**config.mk**
```make
export PLATFORM = sky130hd
export DESIGN_NAME = binary_frame_change_detector_core
export DESIGN_NICKNAME = d
export VERILOG_FILES = /design/src/hw/rtl/bfcd_pkg.sv /design/src/hw/rtl/bfcd_regs.sv /design/src/hw/rtl/bfcd_luma.sv /design/src/hw/rtl/bfcd_accum.sv /design/src/hw/rtl/binary_frame_change_detector_core.sv
export SDC_FILE = /design/constraint.sdc
export NUM_CORES = 1
export LEC_CHECK = 0
export BUFFER_PORTS_ARGS = -buffer_cell sky130_fd_sc_hd__clkbuf_2
export CAP_MARGIN = 25
export CORE_MARGIN = 2
export CORE_UTILIZATION = 55
export CTS_BUF_LIST = sky130_fd_sc_hd__clkbuf_4 sky130_fd_sc_hd__clkbuf_8
export CTS_CLUSTER_SIZE = 40
export DETAILED_ROUTE_END_ITERATION = 10
export PLACE_DENSITY_LB_ADDON = 0.1
export SKIP_LAST_GASP = 1
export SLEW_MARGIN = 20
export SYNTH_ARGS = -nofsm -noshare
export SYNTH_HDL_FRONTEND = slang
export SYNTH_SLANG_ARGS = --single-unit
```
**constraint.sdc**
```tcl
create_clock -name clk -period 11.3 [get_ports clk]
set_input_delay 1.695 -clock clk [delete_from_list [all_inputs] [get_ports clk]]
set_output_delay 1.695 -clock clk [all_outputs]
set_load 0.02 [all_outputs]
```
**src/hw/rtl/bfcd_pkg.sv**
```systemverilog
// Package with the types and constants shared by the frame change detector modules.
`timescale 1ns / 1ps

package bfcd_pkg;

  // Configuration port geometry: two 32-bit registers at byte addresses 0 and 4.
  localparam int unsigned ADDR_W = 3;
  localparam int unsigned DATA_W = 32;

  // Register indexes, taken from paddr[2].
  typedef enum logic [0:0] {
    REG_GRAY_THRESHOLD = 1'b0,
    REG_DIFF_LIMIT     = 1'b1
  } reg_index_t;

  // Reset values of the registers.
  localparam logic [7:0]  GRAY_THRESHOLD_RST = 8'd50;
  localparam logic [31:0] DIFF_LIMIT_RST     = 32'd0;

  // Luma coefficients in Q0.16.
  localparam logic [15:0] LUMA_COEF_R = 16'd19588;
  localparam logic [15:0] LUMA_COEF_G = 16'd38470;
  localparam logic [15:0] LUMA_COEF_B = 16'd7471;

  // Binary pixel levels and sum saturation value.
  localparam logic [7:0]  PIX_ON  = 8'hFF;
  localparam logic [7:0]  PIX_OFF = 8'h00;
  localparam logic [31:0] SUM_MAX = 32'hFFFF_FFFF;

  // One binarized pixel on its way to the accumulator.
  typedef struct packed {
    logic [7:0] binary;
    logic [7:0] diff;
    logic       last;
  } pix_stage_t;

endpackage

```
**src/hw/rtl/bfcd_regs.sv**
```systemverilog
// APB-style configuration registers for the frame change detector.
`timescale 1ns / 1ps

module bfcd_regs
  import bfcd_pkg::*;
(
  input  logic              clk,
  input  logic              rst,
  input  logic              psel,
  input  logic              penable,
  input  logic              pwrite,
  input  logic [ADDR_W-1:0] paddr,
  input  logic [DATA_W-1:0] pwdata,
  output logic [DATA_W-1:0] prdata,
  output logic              pready,
  output logic [7:0]        gray_threshold,
  output logic [31:0]       diff_limit
);

  reg_index_t reg_sel;
  logic       wr_en;

  assign reg_sel = reg_index_t'(paddr[2]);
  assign wr_en   = psel && penable && pwrite && pready;
  assign pready  = 1'b1;

  // Register writes complete in the access cycle.
  always_ff @(posedge clk) begin
    if (rst) begin
      gray_threshold <= GRAY_THRESHOLD_RST;
      diff_limit     <= DIFF_LIMIT_RST;
    end else if (wr_en) begin
      unique case (reg_sel)
        REG_GRAY_THRESHOLD: gray_threshold <= pwdata[7:0];
        REG_DIFF_LIMIT:     diff_limit     <= pwdata[31:0];
        default: ;
      endcase
    end
  end

  // Read data follows the address.
  always_comb begin
    unique case (reg_sel)
      REG_GRAY_THRESHOLD: prdata = {24'd0, gray_threshold};
      REG_DIFF_LIMIT:     prdata = diff_limit;
      default:            prdata = '0;
    endcase
  end

endmodule

```
**src/hw/rtl/bfcd_luma.sv**
```systemverilog
// Input register, luma conversion, binarization and reference difference.
`timescale 1ns / 1ps

module bfcd_luma
  import bfcd_pkg::*;
(
  input  logic       clk,
  input  logic       rst,
  input  logic       en,
  input  logic       in_valid,
  input  logic [7:0] red,
  input  logic [7:0] green,
  input  logic [7:0] blue,
  input  logic [7:0] ref_pixel,
  input  logic       last_pixel,
  input  logic [7:0] gray_threshold,
  output logic       stage_valid,
  output pix_stage_t stage
);

  logic        in_reg_valid;
  logic [7:0]  red_q;
  logic [7:0]  green_q;
  logic [7:0]  blue_q;
  logic [7:0]  ref_q;
  logic        last_q;
  logic [23:0] luma_acc;
  logic [7:0]  luma;
  pix_stage_t  stage_next;

  // Input register.
  always_ff @(posedge clk) begin
    if (rst) begin
      in_reg_valid <= 1'b0;
    end else if (en) begin
      in_reg_valid <= in_valid;
    end
  end

  always_ff @(posedge clk) begin
    if (en && in_valid) begin
      red_q   <= red;
      green_q <= green;
      blue_q  <= blue;
      ref_q   <= ref_pixel;
      last_q  <= last_pixel;
    end
  end

  // Luma is the weighted sum truncated to its integer part; it never exceeds 254.
  always_comb begin
    luma_acc = 24'(LUMA_COEF_R) * 24'(red_q) + 24'(LUMA_COEF_G) * 24'(green_q)
             + 24'(LUMA_COEF_B) * 24'(blue_q);
    luma     = luma_acc[23:16];
    stage_next.binary = (luma > gray_threshold) ? PIX_ON : PIX_OFF;
    stage_next.last   = last_q;
    // The binary value is either all ones or zero, so the absolute difference is simple.
    if (stage_next.binary == PIX_ON) begin
      stage_next.diff = PIX_ON - ref_q;
    end else begin
      stage_next.diff = ref_q;
    end
  end

  // Binarized pixel register.
  always_ff @(posedge clk) begin
    if (rst) begin
      stage_valid <= 1'b0;
    end else if (en) begin
      stage_valid <= in_reg_valid;
    end
  end

  always_ff @(posedge clk) begin
    if (en && in_reg_valid) begin
      stage <= stage_next;
    end
  end

endmodule

```
**src/hw/rtl/bfcd_accum.sv**
```systemverilog
// Frame difference accumulator with freeze, detection and the result register.
`timescale 1ns / 1ps

module bfcd_accum
  import bfcd_pkg::*;
(
  input  logic        clk,
  input  logic        rst,
  input  logic        en,
  input  logic        stage_valid,
  input  pix_stage_t  stage,
  input  logic [31:0] diff_limit,
  output logic        result_valid,
  output logic [7:0]  binary_pixel,
  output logic        frame_done,
  output logic [31:0] frame_total,
  output logic        detected
);

  logic [31:0] running_sum;
  logic        exceeded;
  logic [32:0] sum_wide;
  logic [31:0] sum_sat;
  logic [31:0] sum_next;
  logic        over_limit;
  logic        take;

  assign take = en && stage_valid;

  // Saturating add, skipped once the sum has gone over the limit.
  always_comb begin
    sum_wide   = {1'b0, running_sum} + {25'd0, stage.diff};
    sum_sat    = sum_wide[32] ? SUM_MAX : sum_wide[31:0];
    sum_next   = exceeded ? running_sum : sum_sat;
    over_limit = sum_next > diff_limit;
  end

  // Frame state, cleared after the last pixel of a frame.
  always_ff @(posedge clk) begin
    if (rst) begin
      running_sum <= '0;
      exceeded    <= 1'b0;
    end else if (take) begin
      if (stage.last) begin
        running_sum <= '0;
        exceeded    <= 1'b0;
      end else begin
        running_sum <= sum_next;
        exceeded    <= exceeded || over_limit;
      end
    end
  end

  // Result register.
  always_ff @(posedge clk) begin
    if (rst) begin
      result_valid <= 1'b0;
    end else if (en) begin
      result_valid <= stage_valid;
    end
  end

  always_ff @(posedge clk) begin
    if (take) begin
      binary_pixel <= stage.binary;
      frame_done   <= stage.last;
      frame_total  <= stage.last ? sum_next : 32'd0;
      detected     <= stage.last && over_limit;
    end
  end

  // The frame state is clear after a closing pixel.
  assert property (@(posedge clk) disable iff (rst)
    take && stage.last |=> running_sum == 32'd0 && !exceeded)
    else $error("frame state not cleared after last pixel");

  // A frozen sum does not move within the frame.
  assert property (@(posedge clk) disable iff (rst)
    take && exceeded && !stage.last |=> running_sum == $past(running_sum))
    else $error("frozen sum changed");

  // Sum and flag are zero on words that do not close a frame.
  assert property (@(posedge clk) disable iff (rst)
    result_valid && !frame_done |-> frame_total == 32'd0 && !detected)
    else $error("frame totals on a word inside the frame");

  // The binary pixel is one of its two levels.
  assert property (@(posedge clk) disable iff (rst)
    result_valid |-> binary_pixel == PIX_ON || binary_pixel == PIX_OFF)
    else $error("binary pixel out of range");

endmodule

```
**src/hw/rtl/binary_frame_change_detector_core.sv**
```systemverilog
// Top level of the binary frame change detector.
`timescale 1ns / 1ps
//
// Channel   Handshake                    Word
// pixel     pixel_valid / pixel_stall    red, green, blue, ref_pixel, last_pixel
// result    result_valid / result_stall  binary_pixel, frame_done, frame_total, detected
// config    psel, penable, pwrite        paddr, pwdata, prdata, pready
//
// An accepted word passes the input register, the luma and binarize register, then the
// accumulator and result register, before its result is presented on the result channel.
// A new word is accepted every cycle unless the pipeline holds; the accumulator sets this rate.
// The whole pipeline holds while the result register is full and stalled.
// Reset sets gray_threshold to 50, diff_limit to 0 and clears the frame sum.

module binary_frame_change_detector_core
  import bfcd_pkg::*;
(
  input  logic              clk,
  input  logic              rst,
  input  logic              pixel_valid,
  output logic              pixel_stall,
  input  logic [7:0]        red,
  input  logic [7:0]        green,
  input  logic [7:0]        blue,
  input  logic [7:0]        ref_pixel,
  input  logic              last_pixel,
  output logic              result_valid,
  input  logic              result_stall,
  output logic [7:0]        binary_pixel,
  output logic              frame_done,
  output logic [31:0]       frame_total,
  output logic              detected,
  input  logic              psel,
  input  logic              penable,
  input  logic              pwrite,
  input  logic [ADDR_W-1:0] paddr,
  input  logic [DATA_W-1:0] pwdata,
  output logic [DATA_W-1:0] prdata,
  output logic              pready
);

  logic        en;
  logic [7:0]  gray_threshold;
  logic [31:0] diff_limit;
  logic        stage_valid;
  pix_stage_t  stage;

  // The pipeline moves whenever the result register can take a word.
  assign en          = !result_valid || !result_stall;
  assign pixel_stall = !en;

  bfcd_regs u_regs (
    .clk            (clk),
    .rst            (rst),
    .psel           (psel),
    .penable        (penable),
    .pwrite         (pwrite),
    .paddr          (paddr),
    .pwdata         (pwdata),
    .prdata         (prdata),
    .pready         (pready),
    .gray_threshold (gray_threshold),
    .diff_limit     (diff_limit)
  );

  bfcd_luma u_luma (
    .clk            (clk),
    .rst            (rst),
    .en             (en),
    .in_valid       (pixel_valid),
    .red            (red),
    .green          (green),
    .blue           (blue),
    .ref_pixel      (ref_pixel),
    .last_pixel     (last_pixel),
    .gray_threshold (gray_threshold),
    .stage_valid    (stage_valid),
    .stage          (stage)
  );

  bfcd_accum u_accum (
    .clk          (clk),
    .rst          (rst),
    .en           (en),
    .stage_valid  (stage_valid),
    .stage        (stage),
    .diff_limit   (diff_limit),
    .result_valid (result_valid),
    .binary_pixel (binary_pixel),
    .frame_done   (frame_done),
    .frame_total  (frame_total),
    .detected     (detected)
  );

endmodule
```
==> Word level (Yosys, flattened, before mapping) <==
Index checks and enable logic that the tools add are counted.
{ "totals": {"elab_cells": 50, "romBits": 0, "inputBits": 75, "n_memories": 0, "latch_bits": 0, "ff_bits": 168, "output_inout_bits": 77, "ram_bits": 0} }
{ "classes": {"multipliers": 3, "bitwise_logic": 1, "n_div": 0, "n_reduce_logical": 13, "n_lt_le_gt_ge": 2, "addsub": 4, "n_shift": 0, "n_eq_ne": 1, "n_mux": 7} }
{ "op_table": {"columns": ["cell", "count"], "rows": [
  ["32-bit 2-to-1 mux", 3],
  ["32-bit one-hot mux with 2 select lines", 1],
  ["13-bit by 8-bit multiplier with 21-bit output (first input constant)", 2],
  ["32-bit by 8-bit adder with 33-bit output", 1],
  ["32-bit greater-than comparator", 1],
  ["23-bit by 24-bit adder with 24-bit output", 1],
  ["24-bit by 21-bit adder with 24-bit output", 1],
  ["15-bit by 8-bit multiplier with 23-bit output (first input constant)", 1],
  ["8-bit 2-to-1 mux", 2],
  ["8-bit == test (second input constant)", 1],
  ["8-bit greater-than comparator", 1],
  ["8-bit subtractor (first input constant)", 1],
  ["1-bit logical AND", 6],
  ["2-bit AND reduction", 2],
  ["1-bit zero test", 3],
  ["1-bit logical OR", 2],
  ["1-bit 2-to-1 mux", 1],
  ["1-bit NOT", 1]
]} }

==> Longest topological paths before layout <==
{ "depth": {"word_depth": 7, "mapped_depth": 40, "mapped_depth_nobuf": 40} }

==> Modules after synthesis <==
From an unflattened synthesis, not the netlist that was laid out.
{ "unflattened": {"hier_cells": 1472, "hier_area_um2": 14615.3} }
{ "modules_own_cells": {"columns": ["module", "cells_each", "n_inst", "seq_area_each_um2", "area_per_inst_um2"], "rows": [
  ["bfcd_luma", 740, 1, 1331.3, 7584.8],
  ["bfcd_accum", 521, 1, 1941.9, 4948.5],
  ["bfcd_regs", 209, 1, 800.8, 2072.0],
  ["binary_frame_change_detector_core", 2, 1, 0.0, 10.0]
]} }

==> Worst setup path before layout <==
Ideal clock, no wire load.
{ "synth_timing": {"path_kind": "flip-flop to flip-flop", "start": "reg u_luma.green_q[6]", "end": "reg u_luma.stage[1] (netlist name)", "slack_ns": 2.782, "synth_period_minus_slack_ns": 8.518, "path_buffers": 0, "setup_time_ns": 0.283, "required_ns": 11.017, "stages_incl_launch_ff": 35, "t_arrival_ns": 8.236, "path_cell_list": "edfxtp_1 -> ha_1 -> inv_1 -> fa_1 -> fa_1 -> inv_1 -> ha_1 -> and3b_1 -> o21a_1 -> o21ai_0 -> nand2b_1 -> a311oi_1 -> nor2_1 -> fa_1 -> ha_1 -> inv_1 -> fa_1 -> inv_1 -> fa_1 -> inv_1 -> fa_1 -> inv_1 -> ha_1 -> a21oi_1 -> o21ai_0 -> a22oi_1 -> a31oi_1 -> o21a_1 -> o2111ai_1 -> o311ai_0 -> xor2_1 -> ha_1 -> nand3_1 -> o21ai_1 -> xnor2_1"} }
{ "synth_rtl": {"columns": ["element", "line", "text"], "rows": [
  ["from (decl)", "bfcd_luma.sv:23", "logic [7:0] green_q;"],
  ["from (signal assigned)", "bfcd_luma.sv:43", "green_q <= green;"]
]} }

==> flow_summary.ini <==
[synth]
async_reset_ff_share_pct = 0
ys_types = 71
synth_edf_count = 78
synth_ff_type = edfxtp_1
yosys_warnings = 0
ys_ff_latch = 154
netlist_instances = 1417
netlist_area_um2 = 13420
syn_area_per_cell_um2 = 9.470
synth_fp_nets = 1797
synth_seq_area_share_pct = 28.79

[timing]
clock.fmax_mhz = 105.0
setup_viol = 0
rsz0062_at_grt = false
fin_worst_skew_ps = 17.68
fin_hold_ws_ps = 435.5
timing.final.ws_setup_ps = 1774
worst_slew_pin_slew_ps = 1009
slew_viol_final = 0
finalCritPeriodShare_pct = 84.30
hold_viol = 0
fin_crit_ps = 9526
relSlewSlack_pct = 32.50
fin_setup_tns_ps = 0

[setup_path]
cpMaxStageDelayCell = o21ai_1
crit_arrival_ps = 9710
r2r_slack_ps = 1770
crit_path_end_kind = flop
startpoint_type = flop
cp_max_fo = 9
setup.worst_path.class = flop to flop
critical_path.top_delay_family = adder cells
crit_required_ps = 11480
crit_buf_inv = 6
max_stage_delay_ps = 770

[route]
routed_wl_um = 29980
first_iter_violations = 458
drt_pass1_iterations = 5
postRouteAntennaNets = 0
vias = 10080
avgViaCountPerCell = 5.339
drc_errors = 0
avgRoutedWirePerCell_um = 15.88

[grt]
globalRouteMet1Util_pct = 27.84
grt_max_degree = 52
met2_usage_pct = 45.16
grt_pass1_wl_um = 48620
gr-usage-met3_pct = 2.779
grt_pass1_vias = 9974
grt_overflow_total = 0
antenna_found_initial = 0
grtUsageTotal_pct = 24.02
busiest_layer = met2

[place]
place_ws_ps = 1795
dp.cells = 1855
numPortBuffers = 148
place.gp.congestion = 0.8691
postPlaceCellArea_um2 = 14400
place_hpwl_um = 24150

[finish]
final.fill_count = 2194
regArea_um2 = 3864
final_area_um2 = 14800
fin_util_pct = 61.39
syn2layout_area_growth_pct = 10.27
layout_common_cells = 244 x inv_1, 212 x ha_1, 149 x clkbuf_2, 126 x nand2_1, 101 x a21oi_1
drive_gt1_share_pct = 13.81
antenna_cells = 0
layout.cells.non_filler = 1888
multiInputGateArea_um2 = 8411
nets = 1931
layout_commonest_cell = inv_1

[floorplanning]
die_x_um = 160.2
row_count = 57
ios = 152
die_area_um2 = 25660
coreArea_um2 = 24110
dieHeight_um = 160.2
start_util_pct = 55.67

[clock_tree]
insertion_delay_ps = 470
cts_resized = 0
cts_setup_buffers = 0
clkTransAtPathRegs_ps = 90
cts_tree = done
ctsHoldBuffers = 0
clk_path_buf_depth = 2
ctsRootBufferMaster = clkbuf_8
cts.sinks = 154
cts-buffers-inserted = 17
htreeDepth = 4

[pwr]
leakage_nw = 7.061
power_density_nw_per_um2 = 318.6
p_total_mw = 4.714
ir_drop_mv = 0.4328

[run_status]
status = finished, final reports clean

[hold_path]
hp-class = flop to flop

[flow_run]
maxCapViolCount = 0
[layer usage]
layer | up-vias | part of all wire (%) | wire, um
met5 | - | 0 | 0
met4 | 0 | 3.2 | 957
met3 | 45 | 4.0 | 1200
met2 | 223 | 53 | 15810
met1 | 4787 | 40 | 12010
li1 | 5025 | - | -
[worst register-to-register path, delay by kind of cell, from the launching register on]
kind	cells	cell delay (ps)
buffers and inverters	6	310
AO/OA/AOI/OAI	11	2880
adder cells (fa/ha/maj)	11	4660
AND/OR/NAND/NOR	4	500
flip-flops	1	560
XOR/XNOR	2	330
[flip-flops by register name (all words and copies together) (netlist names), 8 cells and up]
| name | cells |
|---|---|
| u_regs.diff_limit | 32 |
| u_luma.red_q | 8 |
| u_luma.green_q | 8 |
| u_accum.frame_total | 32 |
| u_luma.blue_q | 8 |
| u_luma.stage | 10 |
| u_accum.running_sum | 32 |
| u_luma.ref_q | 8 |
| u_regs.gray_threshold | 8 |
[power by group]
part | switching (mW) | total, mW | internal (mW) | leakage [nW]
sequential | 0.0275 | 0.737 | 0.710 | 1.33
combinational | 1.93 | 3.54 | 1.61 | 5.53
clock | 0.230 | 0.433 | 0.203 | 0.198
[cell families (layout without fill, tap and decap cells)]
kind of cell	after synthesis	after routing	synth area share [%]
xor gates and xnor gates	55	55	3.590
and+or+nand+nor	341	341	12.05
DFF	154	154	28.79
buffers and inverters	288	435	8.550
adders and majority gates	305	305	33.64
muxes	14	14	1.110
AOI/OAI and AO/OA	259	259	12.24
other	1	1	0.02795
[area by class of cell]
class | instances | area share, %
clock buffers | 19 | 1.683
clock inverters | 13 | 0.9470
flip-flops and latches | 154 | 26.11
multi-input cells | 975 | 56.84
inverters | 246 | 6.240
repair buffers | 157 | 5.445
well taps | 324 | 2.740
[synth_stat cells (14+ instances only)]
cell type,count,share of area (%)
a21o_1,21,1.2
a21oi_1,101,3.8
and2_1,18,0.84
clkbuf_1,23,0.64
dfxtp_1,76,11
edfxtp_1,78,17
fa_1,93,14
ha_1,212,20
inv_1,245,6.9
nand2_1,126,3.5
nand2b_1,14,0.65
nand3_1,23,0.86
nor2_1,84,2.3
nor3_1,18,0.67
o21a_1,14,0.78
o21ai_0,46,1.7
xnor2_1,38,2.5
xor2_1,17,1.1
[path summary, 6_finish.rpt]
check                       endpoint  cells after the start               from
max                  u_luma.stage[2]                     34  u_luma.green_q[6]
min reg2reg  u_accum.binary_pixel[6]                      0   u_luma.stage[15]
min          u_accum.binary_pixel[6]                      0   u_luma.stage[15]
max reg2reg          u_luma.stage[2]                     34  u_luma.green_q[6]
Note: power is estimated with default switching activity, not from simulation.
